$ cat src/rtl/orlt_pkg.sv
// shared constants, types and helpers for the ordered record list table
package orlt_pkg;

  localparam int DEPTH         = 64;
  localparam int PAYLOAD_WIDTH = 32;

  // stored payload bits: payload field is 32 bits wide on the ports
  localparam int PAY_W = (PAYLOAD_WIDTH < 32) ? PAYLOAD_WIDTH : 32;
  // entry count, able to hold DEPTH itself
  localparam int CNT_W = $clog2(DEPTH + 1);
  // common width for comparing a cell position against the 8-bit position field
  localparam int CMP_W = (CNT_W > 8) ? CNT_W : 8;
  // cells per gather group
  localparam int GRP   = 8;
  localparam int NGRP  = (DEPTH + GRP - 1) / GRP;

  localparam int ID_W  = 32;
  localparam int POS_W = 8;

  typedef enum logic [3:0] {
    CMD_INS_HEAD   = 4'd0,
    CMD_INS_TAIL   = 4'd1,
    CMD_INS_SORTED = 4'd2,
    CMD_RM_HEAD    = 4'd3,
    CMD_RM_TAIL    = 4'd4,
    CMD_RM_ID      = 4'd5,
    CMD_READ_POS   = 4'd6,
    CMD_FIND       = 4'd7,
    CMD_CLEAR      = 4'd8
  } cmd_t;

  typedef enum logic [2:0] {
    S_IDLE,
    S_CMP,
    S_APPLY,
    S_GATHER,
    S_DONE
  } state_t;

  // broadcast from the controller to every cell
  typedef struct packed {
    cmd_t              cmd;
    logic [ID_W-1:0]   key;
    logic [PAY_W-1:0]  pay;
    logic [POS_W-1:0]  pos;
    logic [CNT_W-1:0]  count;
    logic              cmp_en;
    logic              apply_en;
    logic              write_en;
  } cell_ctl_t;

  // signed less-than on two's complement ids
  function automatic logic id_less(input logic [ID_W-1:0] a, input logic [ID_W-1:0] b);
    id_less = $signed(a) < $signed(b);
  endfunction

endpackage

$ cat src/rtl/orlt_cell.sv
// one list entry: holds a record, compares it against the key, shifts with its neighbors
module orlt_cell (
  input  logic                        clk,
  input  logic                        rst,
  input  logic [orlt_pkg::CNT_W-1:0]  cell_index,
  input  orlt_pkg::cell_ctl_t         ctl,
  input  logic                        keep_in,
  output logic                        keep_out,
  input  logic [orlt_pkg::ID_W-1:0]   left_id,
  input  logic [orlt_pkg::PAY_W-1:0]  left_pay,
  input  logic [orlt_pkg::ID_W-1:0]   right_id,
  input  logic [orlt_pkg::PAY_W-1:0]  right_pay,
  output logic [orlt_pkg::ID_W-1:0]   rec_id,
  output logic [orlt_pkg::PAY_W-1:0]  rec_pay,
  output logic                        hit,
  output logic [orlt_pkg::ID_W-1:0]   hit_id,
  output logic [orlt_pkg::PAY_W-1:0]  hit_pay
);
  import orlt_pkg::*;

  logic lt, eq, gt;
  logic valid, before_last, before_pos;
  logic cond, stay, at_w;

  always_comb begin
    valid       = cell_index < ctl.count;
    before_last = (cell_index + CNT_W'(1)) < ctl.count;
    before_pos  = (CMP_W'(cell_index) + CMP_W'(1)) < CMP_W'(ctl.pos);
    case (ctl.cmd)
      CMD_INS_TAIL:   cond = valid;
      CMD_INS_SORTED: cond = (cell_index == '0) ? (valid & ~gt) : (valid & lt);
      CMD_RM_TAIL:    cond = before_last;
      CMD_RM_ID:      cond = valid & ~eq;
      CMD_FIND:       cond = valid & ~eq;
      CMD_READ_POS:   cond = before_pos;
      default:        cond = 1'b0;
    endcase
    // cells ahead of the working position keep their record
    stay     = keep_in & cond;
    keep_out = stay;
    at_w     = keep_in & ~stay;
  end

  always_ff @(posedge clk) begin
    if (ctl.cmp_en) begin
      lt <= id_less(rec_id, ctl.key);
      eq <= rec_id == ctl.key;
      gt <= id_less(ctl.key, rec_id);
    end
  end

  always_ff @(posedge clk) begin
    if (ctl.write_en && !stay) begin
      case (ctl.cmd)
        CMD_INS_HEAD, CMD_INS_TAIL, CMD_INS_SORTED: begin
          rec_id  <= at_w ? ctl.key : left_id;
          rec_pay <= at_w ? ctl.pay : left_pay;
        end
        CMD_RM_HEAD, CMD_RM_TAIL, CMD_RM_ID: begin
          rec_id  <= right_id;
          rec_pay <= right_pay;
        end
        default: begin
          rec_id  <= rec_id;
          rec_pay <= rec_pay;
        end
      endcase
    end
  end

  always_ff @(posedge clk) begin
    if (rst) begin
      hit <= 1'b0;
    end else if (ctl.apply_en) begin
      hit <= at_w & valid;
    end
  end

  // records are captured before any shift so read and find see the old list
  always_ff @(posedge clk) begin
    if (ctl.apply_en) begin
      hit_id  <= (at_w & valid) ? rec_id : '0;
      hit_pay <= (at_w & valid) ? rec_pay : '0;
    end
  end

endmodule

$ cat config.mk
export PLATFORM = sky130hd
export DESIGN_NAME = orlt_cell
export DESIGN_NICKNAME = d
export VERILOG_FILES = /design/src/rtl/orlt_pkg.sv /design/src/rtl/orlt_cell.sv
export SDC_FILE = /design/constraint.sdc
export NUM_CORES = 1
export LEC_CHECK = 0
export ABC_CLOCK_PERIOD_IN_PS = 5620
export BUFFER_PORTS_ARGS = -buffer_cell sky130_fd_sc_hd__buf_2
export CORE_MARGIN = 5
export CORE_UTILIZATION = 35
export CTS_CLUSTER_DIAMETER = 120
export DETAILED_ROUTE_END_ITERATION = 8
export GPL_ROUTABILITY_DRIVEN = 1
export PLACE_DENSITY = 0.7
export SYNTH_ARGS = -nofsm -noshare
export SYNTH_HDL_FRONTEND = slang
export SYNTH_SLANG_ARGS = --single-unit
export TNS_END_PERCENT = 1
$ cat constraint.sdc
create_clock -name clk -period 5.62 [get_ports clk]
set_clock_uncertainty 0.1 [all_clocks]
set_input_delay 0.281 -clock clk [delete_from_list [all_inputs] [get_ports clk]]
set_output_delay 0.281 -clock clk [all_outputs]
set_load 0.02 [all_outputs]
# Word level (Yosys, flattened, before mapping)
# Index checks and enable logic that the tools add are counted.
# W data, S select, Z words.
dict set report op_classes {
  n_addsub 2
  magnitude_cmp 5
  n_eq_ne 8
  muxes 6
  n_bitwise 9
  reduce_logical 9
}
# op count
set op_table {}
lappend op_table {{$pmux W32 S2} 2}
lappend op_table {{$lt A32 B32 Y1} 2}
lappend op_table {{$mux W32} 2}
lappend op_table {{$eq A32 B32 Y1} 1}
lappend op_table {{$eq A4 B3 Y1 const B} 4}
lappend op_table {{$lt A7 B7 Y1} 2}
lappend op_table {{$add A7 B1 Y8 const B} 1}
lappend op_table {{$eq A4 B2 Y1 const B} 2}
lappend op_table {{$lt A8 B8 Y1} 1}
lappend op_table {{$add A7 B1 Y7 const B} 1}
lappend op_table {{$logic_not A7 Y1} 1}
lappend op_table {{$and A1 B1 Y1} 6}
lappend op_table {{$reduce_or A3 Y1} 2}
lappend op_table {{$pmux W1 S5} 1}
lappend op_table {{$eq A4 B1 Y1 const B} 1}
lappend op_table {{$logic_not A4 Y1} 1}
lappend op_table {{$not A1 Y1} 3}
lappend op_table {{$reduce_and A2 Y1} 1}
lappend op_table {{$reduce_bool A2 Y1} 1}
lappend op_table {{$reduce_or A2 Y1} 1}
lappend op_table {{$logic_and A1 B1 Y1} 1}
lappend op_table {{$logic_not A1 Y1} 1}
lappend op_table {{$mux W1} 1}
dict set report word_totals {
  ff_bits 132
  out_inout_bits 130
}

# Longest topological paths before layout
# Gate-level depths: netlist of the first run.
dict set report depth {
  ltp_word 9
  depth_mapped 13
  depth_no_buf 11
}

# Worst setup path before layout of the first run
# Ideal clock, no wire load.
dict set report synth_timing {
  path_kind {input to register}
  start {in cell_index[0] (netlist name)}
  end {reg rec_id[0] (netlist name) (enable)}
  setup_time_ps 430
  arrival_time_ps 3576
  t_required_ps 5090
  setup_slack_ps 1515
  cell_stages 11
  path_buffers 0
  path_cell_list {ha_1 > nand2_1 > nor2_1 > xor2_1 > ha_1 > and4_1 > o21ai_0 > o211ai_1 > o21ai_0 > o21a_1 > and4bb_1}
}
dict set report synth_via {
  elab_chain_len 8
}
# element line_no
set synth_rtl {}
lappend synth_rtl {{start: declaration} orlt_cell.sv:5} ;# input logic [orlt_pkg::CNT_W-1:0] cell_index,
lappend synth_rtl {{branches (longest 3 deep; another with $add A7 B1 Y8)} --}
lappend synth_rtl {{$pmux W1 S5 *} orlt_cell.sv:29} ;# case (ctl.cmd)
lappend synth_rtl {{$and A1 B1 Y1 *} orlt_cell.sv:39} ;# stay = keep_in & cond;
lappend synth_rtl {{via keep_out} orlt_cell.sv:8} ;# output logic keep_out,
lappend synth_rtl {{$logic_not A1 Y1 *} orlt_cell.sv:53} ;# if (ctl.write_en && !stay) begin
lappend synth_rtl {{$logic_and A1 B1 Y1 *} orlt_cell.sv:53}
lappend synth_rtl {{$reduce_and A2 Y1 (no line) *} --}
lappend synth_rtl {{end signal: assignment} orlt_cell.sv:56} ;# rec_id <= at_w ? ctl.key : left_id;
lappend synth_rtl {{end signal: assignment} orlt_cell.sv:60} ;# rec_id <= right_id;
lappend synth_rtl {{end signal: assignment} orlt_cell.sv:64} ;# rec_id <= rec_id;
lappend synth_rtl {{end: declaration} orlt_cell.sv:13} ;# output logic [orlt_pkg::ID_W-1:0] rec_id,
# Mark *: on every way through the listed nets, which the timed path passes.
# A chain may end at the register's enable or synchronous reset.

# Worst setup path after layout of the first run
dict set report layout_timing {
  start {in cell_index[2] (netlist name)}
  end {reg rec_id[4] (netlist name) (enable)}
}
dict set report layout_via {
  elab_chain_len 8
}
# element line_no
set layout_rtl {}
lappend layout_rtl {{branches (longest 3 deep; another with $add A7 B1 Y8)} --}
lappend layout_rtl {{$pmux W1 S5 *} orlt_cell.sv:29}
lappend layout_rtl {{$and A1 B1 Y1 *} orlt_cell.sv:39}
lappend layout_rtl {{$logic_not A1 Y1 *} orlt_cell.sv:53}
lappend layout_rtl {{$logic_and A1 B1 Y1 *} orlt_cell.sv:53}
lappend layout_rtl {{$reduce_and A2 Y1 (no line) *} --}
# Mark *: on every way between the ends.

==> results.txt, run 1 <==
Synth Net Count: 1000
Sw Ratio: 28.3%
Logic pwr share: 19.3%
ranking of synthesized cells by area: edfxtp_1 (53%), ha_1 (8.9%), a31oi_1 (5.5%)
Min-Delay Path Class: primary input to register
# H-tree levels: 4
cell count after synthesis: 723
core area: 21000 um2
antenna-violating nets left: 0
CP Launch Type: primary input
Clk pwr share: 39.6%
#FFs+latches synth: 132
first-pass GRT wire length: 40.1 mm
Initial Util: 35.5%
die height: 156 um
Seq pwr share: 41.1%
share of layout cells above drive strength 1: 37.9%
Req. time, crit path: 5540 ps
nature of the critical path endpoint: register
drt wl/cell: 20.0 um
Power Dens Cells: 286 nW/um2
syn avg cell area: 10.3 um2
Final Wtd Congestion: 0.871
CTS resizes: 0
ys async rst share: 0%
final-report setup violation count: 0
Synth Flop Type: edfxtp_1
Final period util: 60.4%
row count: 53
Static Leak: 0.00452 uW
Met3 Wirelength: 2.17 mm
CP max FO: 64
clock root cell: clkbuf_16
final core occ: 48.2%
cell mode on critical path: o21ai_0
synthesized area: 7450 um2
M1 WL: 11.0 mm
Least-Margin Pin Slew: 1130 ps
clock transition at the registers of the reported paths: 60 ps
final wirelength: 27.0 mm
area delta synth->final: 35.7%
drt drc: 0
vias in the first global route: 7094
Hold Vio Cnt, Final: 0
largest area contributor in the netlist: edfxtp_1
Longest Clk Path Bufs: 2
P_sw: 820 uW
Critical Path, Cell by Cell: buf_2 > nand3_1 > nor3_1 > xor2_1 > ha_1 > and4_1 > o21ai_0 > o211ai_1 > o21ai_0 > o21a_1 > and4bb_4
Worst VDD drop: 133 uV
1st-iter DRT viols: 552
status: completed
final setup TNS: 0 ps
clock period minus worst slack: 3400 ps
RSZ-0062 raised after global routing: no
GR Overflow Total: 0
Seq/Total Area, Yosys: 53.1%
largest net degree at the start of global routing: 98
delay-heaviest family, CP: simple AND/OR/NAND/NOR gates
fmax: 0.294 GHz
Pre-antenna DRT Iters: 7
slew margin rel.: 24.5%
crit path buf inv count: 1
Yosys cell types: 44
IO Port Bufs: 353
vias post-DR: 7178
top sig layer: met4
initial antenna violation count: 4
Int Pwr: 2070 uW
clk_lat worst skew: 410 ps
synth warn: 0
Post-synth EDFFs: 131
CP Data Arrival Time: 3320 ps
DR vias/cell: 5.33
WS Path Type: primary input to register
Max-Cap Viols: 0
Die X-Extent: 156 um
post-synth top area share: 52.8%
Slew Viols, Final: 0
CTS tree: yes
CTS buffer count: 17
Total GRT Usage: 21.2%
IO Count: 354
slowest CP cell: and4bb_4
DP HPWL: 19.6 mm
CTS sink cnt: 132
die area: 24300 um2
WL met2: 13.0 mm
Nets: 1332
Fin Hold WS: 91.7 ps
Critical Path Max Stage Delay: 1040 ps
[cell families (layout without fill, tap and decap cells)]
kind of cell	Yosys count	in the layout	share of synthesized area, %
compound gates	252	252	19.4
xor+xnor	6	6	0.706
fa+ha+maj	53	53	8.91
buf+inv	102	446	5.38
flops	132	132	53.1
mux	1	1	0.134
other cells	0	5	0
simple gates	177	177	12.4
[cell usage after synthesis (6+ instances only)]
cell      number
a21o_1        10
a21oi_1       82
a31oi_1       66
and2_1        33
buf_2          6
clkbuf_1      38
edfxtp_1     131
ha_1          53
inv_1         50
nand2_1       11
nand4_1        8
nor2_1        69
nor4_1        33
o211ai_1       8
o21ai_0       72
[sequential cells by signal, summed over array words and instances, names as in the netlist]
register  count
hit_id       32
hit_pay      32
rec_id       32
rec_pay      32
eq            1
gt            1
hit           1
lt            1
[area by class of cell]
class | instances | area, um2
Inverter | 50 | 188
Antenna cell | 5 | 12.5
Clock buffer | 17 | 425
Sequential cell | 132 | 3950
Fill cell | 2027 | 10800
Tap cell | 275 | 344
Clock inverter | 14 | 176
Multi-Input combinational cell | 489 | 3130
Timing Repair Buffer | 365 | 1870
[worst reg2reg max path, delay by kind of cell, from the launching register on]
kind / cells / cell delay (ps)
AOI/OAI and AO/OA: 4 / 670
DFF: 1 / 420
and+or+nand+nor: 1 / 1040
[layer usage]
layer,up-vias,track usage (%)
li1,3394,-
met5,-,0
met2,358,34.2
met4,0,8.67
met1,3379,27.9
met3,47,4.66
[layout by cell type (no fill, tap or decap), types with 3 or more instances in the layout]
cell type	instances
inv_1	50
xnor2_1	3
nand2_1	11
o21a_1	3
clkinv_4	3
diode_2	5
edfxtp_1	131
buf_4	9
nor4_1	33
nor2_1	69
bufinv_16	3
clkbuf_16	17
nand4_1	8
o21ai_0	72
xor2_1	3
a31oi_1	66
inv_6	4
and2_1	33
a21oi_1	81
o211ai_1	8
a211oi_1	3
a21o_1	9
nor3_1	3
ha_1	53
buf_2	353
nand3_1	4
[final timing paths]
check | start | endpoint | slack (ps) | depth (start not counted)
hold reg to reg | hit$_SDFFE_PP0P_ | hit$_SDFFE_PP0P_ | 350 | 2
setup / recovery | cell_index[2] | rec_id[4]$_DFFE_PP_ | 2220 | 11
setup reg to reg | lt$_DFFE_PP_ | rec_id[4]$_DFFE_PP_ | 2890 | 5
hold / removal | right_pay[21] | rec_pay[21]$_DFFE_PP_ | 90 | 3
[power groups by stage]
stage | clock network, uW | registers, uW | logic [uW]
final | 1140 | 1190 | 559
after global routing | 1210 | 1200 | 612
after CTS | 1160 | 1190 | 560
after detailed placement | 0 | 1210 | 556
after global placement | 0 | 1210 | 547
after floorplan | 0 | 1280 | 240
[through the flow]
| step | worst slack [ps] | power, uW | cells | instance area (um2) |
|---|---|---|---|---|
| 6_report | 2220 | 2890 | 1347 | 10100 |
| 5_1_grt | 1970 | 3010 | 1346 | 10100 |
| 4_1_cts | 2260 | 2910 | 1342 | 10100 |
| 3_5_place_dp | 1820 | 1770 | 1309 | 9470 |
| 3_3_place_gp | 2000 | 1760 | 1309 | 9470 |
| 2_1_floorplan | 1510 | 1520 | 723 | 7450 |
[what timing repair did]
item,in CTS,in global routing
buffers inserted,0,0
endpoints found under the hold margin,4,0
hold buffers,2,0
Note: power is estimated with default switching activity, not from simulation.
==> run 2, diff against run 1 <==
Settings changed: ABC_AREA set to 1, ABC_CLOCK_PERIOD_IN_PS 5620 to 3090, PLACE_DENSITY 0.7 to 0.71.
Clock period 5.62 ns to 3.09 ns, I/O delays scaled along.
==> results.txt, run 2 <==
status: completed
Seq/Total Area, Yosys: 48.1% (-5.0 points)
DP HPWL: 20.5 mm (+4.6%)
cell count after synthesis: 996 (+38%)
antenna-violating nets left: 0 (unchanged)
post-synth top area share: 47.9% (-4.9 points)
most frequent cell after synthesis: nand2_1
share of layout cells above drive strength 1: 33.1% (-4.8 points)
most common cell after layout, fill and taps aside: buf_2
DR vias/cell: 4.64 (-13%)
WS Path Type: primary input to register
vias post-DR: 8132 (+13%)
area delta synth->final: 44.2%
ys async rst share: 0% (unchanged)
Final Wtd Congestion: 0.951 (+9.1%)
largest area contributor in the netlist: edfxtp_1
initial antenna violation count: 1 (-3)
die area: 26600 um2 (+9.7%)
nature of the critical path endpoint: register
CP Data Arrival Time: 2980 ps (-340 ps)
Hold Crit Start: left_id[24]
die height: 163 um (+4.7%)
largest net degree at the start of global routing: 67 (-32%)
Max-Cap Viols: 0 (unchanged)
Least-Margin Pin Slew: 952 ps (-181 ps)
IO Count: 354 (unchanged)
RR Endpoint: rec_id[31]$_DFFE_PP_
Hold Crit Depth: 5 (+2)
synth warn: 0 (unchanged)
CP max FO: 33 (-48%)
Longest Clk Path Bufs: 2 (unchanged)
Crit Reg-Reg Startpoint: eq$_DFFE_PP_
syn avg cell area: 8.25 um2 (-20%)
Initial Util: 35.3% (-0.22 points)
pre-CTS setup slack: 145 ps (-1680 ps)
drt wl/cell: 16.3 um (-19%)
GR Overflow Total: 0 (unchanged)
reg2reg path depth: 11 (+6)
vias in the first global route: 8026 (+13%)
Die X-Extent: 163 um (+4.7%)
CTS sink cnt: 132 (unchanged)
synthesized area: 8220 um2 (+10%)
Post-synth EDFFs: 131 (unchanged)
Synth Net Count: 1273 (+27%)
final wirelength: 28.5 mm (+5.7%)
Non-Filler Instances: 1754 (+30%)
final-report setup violation count: 0 (unchanged)
Filler Cell Count: 2196 (+8.3%)
Static Leak: 0.00634 uW (+40%)
Pre-antenna DRT Iters: 5 (-2)
CTS buffer count: 17 (unchanged)
Power Dens Cells: 473 nW/um2 (+65%)
slew margin rel.: 36.5% (+12 points)
commonest non-fill, non-tap cells in the layout: buf_2 (352), nand2_1 (248), inv_1 (228), nand3_1 (137), edfxtp_1 (131)
Total GRT Usage: 20.4% (-0.87 points)
register area: 3950 um2 (unchanged)
Hold Vio Cnt, Final: 0 (unchanged)
CTS tree: yes
Min-Delay Path Class: primary input to register
clock transition at the registers of the reported paths: 60 ps (about the same)
Post-synth top cells: nand2_1 (252), inv_1 (229), nand3_1 (139), edfxtp_1 (131), nor2_2 (54)
reg-to-reg setup timing slack: 800 ps (-2090 ps)
final worst-path setup slack: 168 ps (-2050 ps)
Slew Viols, Final: 0 (unchanged)
final core occ: 50.9% (+2.7 points)
Worst VDD drop: 242 uV (+81%)
drt drc: 0 (unchanged)
overall power: 5610 uW (+94%)
row count: 56 (+5.7%)
#FFs+latches synth: 132 (unchanged)
# H-tree levels: 4 (unchanged)
Yosys cell types: 27 (-39%)
IO Port Bufs: 353 (unchanged)
Placed Cells incl. Taps: 1642 (+25%)
clk_lat worst skew: 410 ps (about the same)
Worst Hold End: rec_id[24]$_DFFE_PP_
CP Launch Type: primary input
Synth Flop Type: edfxtp_1
clock period minus worst slack: 2920 ps
clock root cell: clkbuf_16
Req. time, crit path: 3150 ps (-2390 ps)
1st-iter DRT viols: 513 (-7.1%)
fmax: 0.342 GHz
Multi-input gate area: 3200 um2 (+2.2%)
first-pass GRT wire length: 42.4 mm (+5.7%)
RSZ-0062 raised after global routing: no
Nets: 1698 (+27%)
Final period util: 94.5%
core area: 23300 um2 (+11%)
ranking of synthesized cells by area: edfxtp_1 (48%), nand2_1 (12%), inv_1 (10%)
-- run 2: repair_timing --
action	in CTS	in global routing
setup endpoints to repair	0	7
hold buffers	73	0
endpoints found under the hold margin	68	0
gates resized for setup	0	5
buffers inserted	0	4
-- run 2: per-layer routing --
layer / global-route usage, % / vias to the layer above / wire length, um
li1: - / 3979 / -
met1: 24.4 / 3731 / 11300
met2: 36.2 / 363 / 14500
met3: 3.68 / 59 / 1960
met4: 7.97 / 0 / 837
met5: 0 / - / 0
-- run 2: power by group --
group          switching, uW  internal [uW]
logic                    754            504
clock network            803           1360
registers               51.4           2130
-- run 2: how the worst max path moves through the flow --
stage,start,endpoint,cells after the start
6_report,cell_index[0],rec_pay[25]$_DFFE_PP_,17
3_3_place_gp,cell_index[0],rec_pay[24]$_DFFE_PP_,18
4_1_cts,cell_index[0],rec_id[31]$_DFFE_PP_,19
5_1_grt,cell_index[0],rec_id[31]$_DFFE_PP_,19
3_5_place_dp,cell_index[0],rec_pay[28]$_DFFE_PP_,18
2_1_floorplan,cell_index[0],rec_id[0]$_DFFE_PP_,15
-- run 2: metrics by stage --
stage               setup TNS (ps)  hold WS (ps)  instance area (um2)
global route                     0          22.9                11800
CTS                              0          1.31                11700
finish                           0          25.0                11800
global placement                 0           300                10400
floorplan                     -788           147                 8250
detailed placement               0           299                10400
-- run 2: cell families (layout without fill, tap and decap cells) --
| family | count (synthesis) | in the layout | synth area share (%) |
|---|---|---|---|
| compound gates | 42 | 42 | 2.82 |
| xor+xnor | 5 | 5 | 0.533 |
| fa+ha+maj | 53 | 53 | 8.07 |
| buf+inv | 273 | 711 | 13.8 |
| flops | 132 | 132 | 48.1 |
| other cells | 0 | 1 | 0 |
| simple gates | 491 | 491 | 26.7 |
-- run 2: cell type report --
cell class                 instances  area share (%)
clock buffer                      18            3.62
multi-input combinational        591            27.0
antenna                            1          0.0211
sequential                       132            33.4
timing repair buffer             446            23.5
inverter                         233            7.38
clock inverter                    14            1.69
tap                              319            3.37
-- run 2: worst max-delay path, cell delays in order --
cell	delay (ps)
buf_2	160
ha_4	160
nand2_2	50
nor2_2	130
nand3_1	100
xor2_1	160
inv_1	80
ha_1	310
a21o_1	180
nor2_1	100
nand4_1	190
nand4_4	200
buf_12	200
nand2_1	80
nand3_1	80
nand2_1	60
dlygate4sd3_1	550
==> run 3, diff against run 2 <==
Settings changed: CORE_MARGIN 5 to 2.
==> results.txt, run 3 (synthesis results as in run 2) <==
status: completed
antenna-violating nets left: 0 (unchanged)
IO Count: 354 (unchanged)
clock root cell: clkbuf_16
share of layout cells above drive strength 1: 33.3% (+0.21 points)
crit path buf inv count: 4 (unchanged)
Slew Viols, Final: 0 (unchanged)
CP Data Arrival Time: 2960 ps (-20 ps)
CTS tree: yes
# H-tree levels: 4 (unchanged)
commonest non-fill, non-tap cells in the layout: buf_2 (350), nand2_1 (248), inv_1 (228), nand3_1 (136), edfxtp_1 (131)
clock transition at the registers of the reported paths: 60 ps (about the same)
die height: 157 um (-3.7%)
Static Leak: 0.00637 uW (+0.36%)
Sw Ratio: 29.1% (+0.42 points)
Pre-antenna DRT Iters: 8 (+3)
most common cell after layout, fill and taps aside: buf_2
Critical Path, Cell by Cell: buf_4 > ha_4 > nand2_2 > nor2_4 > nand3_1 > xor2_1 > inv_1 > ha_1 > nand2_1 > nor2_1 > nand2_1 > nand3_2 > nand2_2 > nor2_4 > buf_8 > nand3_2 > nand3_1 > nand2_1 > dlygate4sd3_1
clock period minus worst slack: 2890 ps (-34.8 ps)
first-pass GRT wire length: 40.9 mm (-3.6%)
drt drc: 0 (unchanged)
Worst VDD drop: 261 uV (+7.8%)
Logic pwr share: 22.7% (+0.3 points)
Die X-Extent: 157 um (-3.7%)
Max-Cap Viols: 0 (unchanged)
core area: 23300 um2 (unchanged)
CTS sink cnt: 132 (unchanged)
Initial Util: 35.3% (unchanged)
drt wl/cell: 16.0 um (-1.8%)
final-report setup violation count: 0 (unchanged)
Req. time, crit path: 3160 ps (about the same)
clk_lat worst skew: 420 ps (about the same)
slowest CP cell: dlygate4sd3_1
WS Path Type: primary input to register
GR Overflow Total: 0 (unchanged)
P_sw: 1640 uW (+2.3%)
Critical Path Max Stage Delay: 560 ps (about the same)
Filler Cell Count: 2167 (-1.3%)
CTS buffer count: 17 (unchanged)
Seq pwr share: 38.6% (-0.3 points)
initial antenna violation count: 1 (unchanged)
DR vias/cell: 4.72 (+1.9%)
final wirelength: 28.1 mm (-1.4%)
Nets: 1704 (+0.35%)
CP max FO: 8 (-76%)
Total GRT Usage: 21.7% (+1.4 points)
Final Wtd Congestion: 0.883 (-7.1%)
final core occ: 51.3% (+0.38 points)
largest net degree at the start of global routing: 67 (unchanged)
delay-heaviest family, CP: simple AND/OR/NAND/NOR gates
slew margin rel.: 38.7% (+2.2 points)
Final period util: 93.4% (-1.1 points)
Longest Clk Path Bufs: 2 (unchanged)
Power Dens Cells: 474 nW/um2 (about the same)
nature of the critical path endpoint: register
cell mode on critical path: nand2_1
area delta synth->final: 45.3%
IO Port Bufs: 353 (unchanged)
Hold Vio Cnt, Final: 0 (unchanged)
Min-Delay Path Class: primary input to register
Clk pwr share: 38.8% (about the same)
register area: 3950 um2 (unchanged)
vias post-DR: 8317 (+2.3%)
Least-Margin Pin Slew: 920 ps (-32.7 ps)
CP Launch Type: primary input
vias in the first global route: 7933 (-1.2%)
row count: 56 (unchanged)
Int Pwr: 4010 uW (+0.21%)
fmax: 0.346 GHz (+1.2%)
Fin Hold WS: 18.4 ps (-6.53 ps)
Multi-input gate area: 3220 um2 (+0.70%)
die area: 24700 um2 (-7.2%)
DP HPWL: 19.7 mm (-4.1%)
1st-iter DRT viols: 707 (+38%)
## run 3: power groups by stage
stage	Sequential, uW	Clock (uW)	Combinational [uW]
4_1_cts	2180	2230	1240
2_1_floorplan	2350	0	545
6_report	2180	2190	1280
5_1_grt	2190	2300	1410
3_3_place_gp	2210	0	1120
3_5_place_dp	2220	0	1140
## run 3: per-stage QoR
| stage | worst slack (ps) | cells | power, uW | TNS (ps) | area (um2) |
|---|---|---|---|---|---|
| 6_report | 203 | 1761 | 5650 | 0 | 11900 |
| 5_1_grt | -8.84 | 1760 | 5900 | -8.84 | 11900 |
| 4_1_cts | 65.4 | 1751 | 5650 | 0 | 11800 |
| 3_5_place_dp | 144 | 1641 | 3360 | 0 | 10400 |
| 3_3_place_gp | 201 | 1641 | 3330 | 0 | 10400 |
| 2_1_floorplan | -12.3 | 996 | 2890 | -788 | 8250 |
## run 3: path summary, 6_finish.rpt
check	cells after the start	slack, ps	to	from
hold reg to reg	2	430	hit$_SDFFE_PP0P_	hit$_SDFFE_PP0P_
setup / recovery	19	200	rec_pay[12]$_DFFE_PP_	cell_index[1]
setup reg to reg	11	710	rec_pay[12]$_DFFE_PP_	eq$_DFFE_PP_
hold / removal	5	20	rec_id[7]$_DFFE_PP_	left_id[7]
## run 3: layer usage
layer  track usage [%]  up-vias  share of wire [%]
met2              37.2      390                 50
met4              9.48        0                3.4
li1                  -     3997                  -
met3              4.98       81                7.0
met1              26.2     3849                 40
met5                 0        -                  0
## run 3: worst register-to-register path, stage by stage, from the launching register on
cell,delay (ps)
edfxtp_1,370
nand2_1,80
o21ai_1,80
inv_1,50
nand3_1,80
nand2_2,90
nor2_4,280
buf_8,180
nand3_2,70
nand3_1,110
nand2_1,60
dlygate4sd3_1,560
## run 3: final cells by class
| type | instances | share of cell area, % |
|---|---|---|
| Clock buffer | 17 | 3.56 |
| Clock inverter | 15 | 1.73 |
| Tap cell | 319 | 3.34 |
| Multi-Input combinational cell | 591 | 27.0 |
| Antenna cell | 2 | 0.0419 |
| Inverter | 233 | 7.33 |
| Timing Repair Buffer | 452 | 23.8 |
| Sequential cell | 132 | 33.1 |
## run 3: what timing repair did
item | in CTS | in global routing
hold endpoints to repair | 68 | 0
setup buffers | 0 | 6
resized for setup | 0 | 12
hold buffers | 78 | 0
setup endpoints to repair | 0 | 12
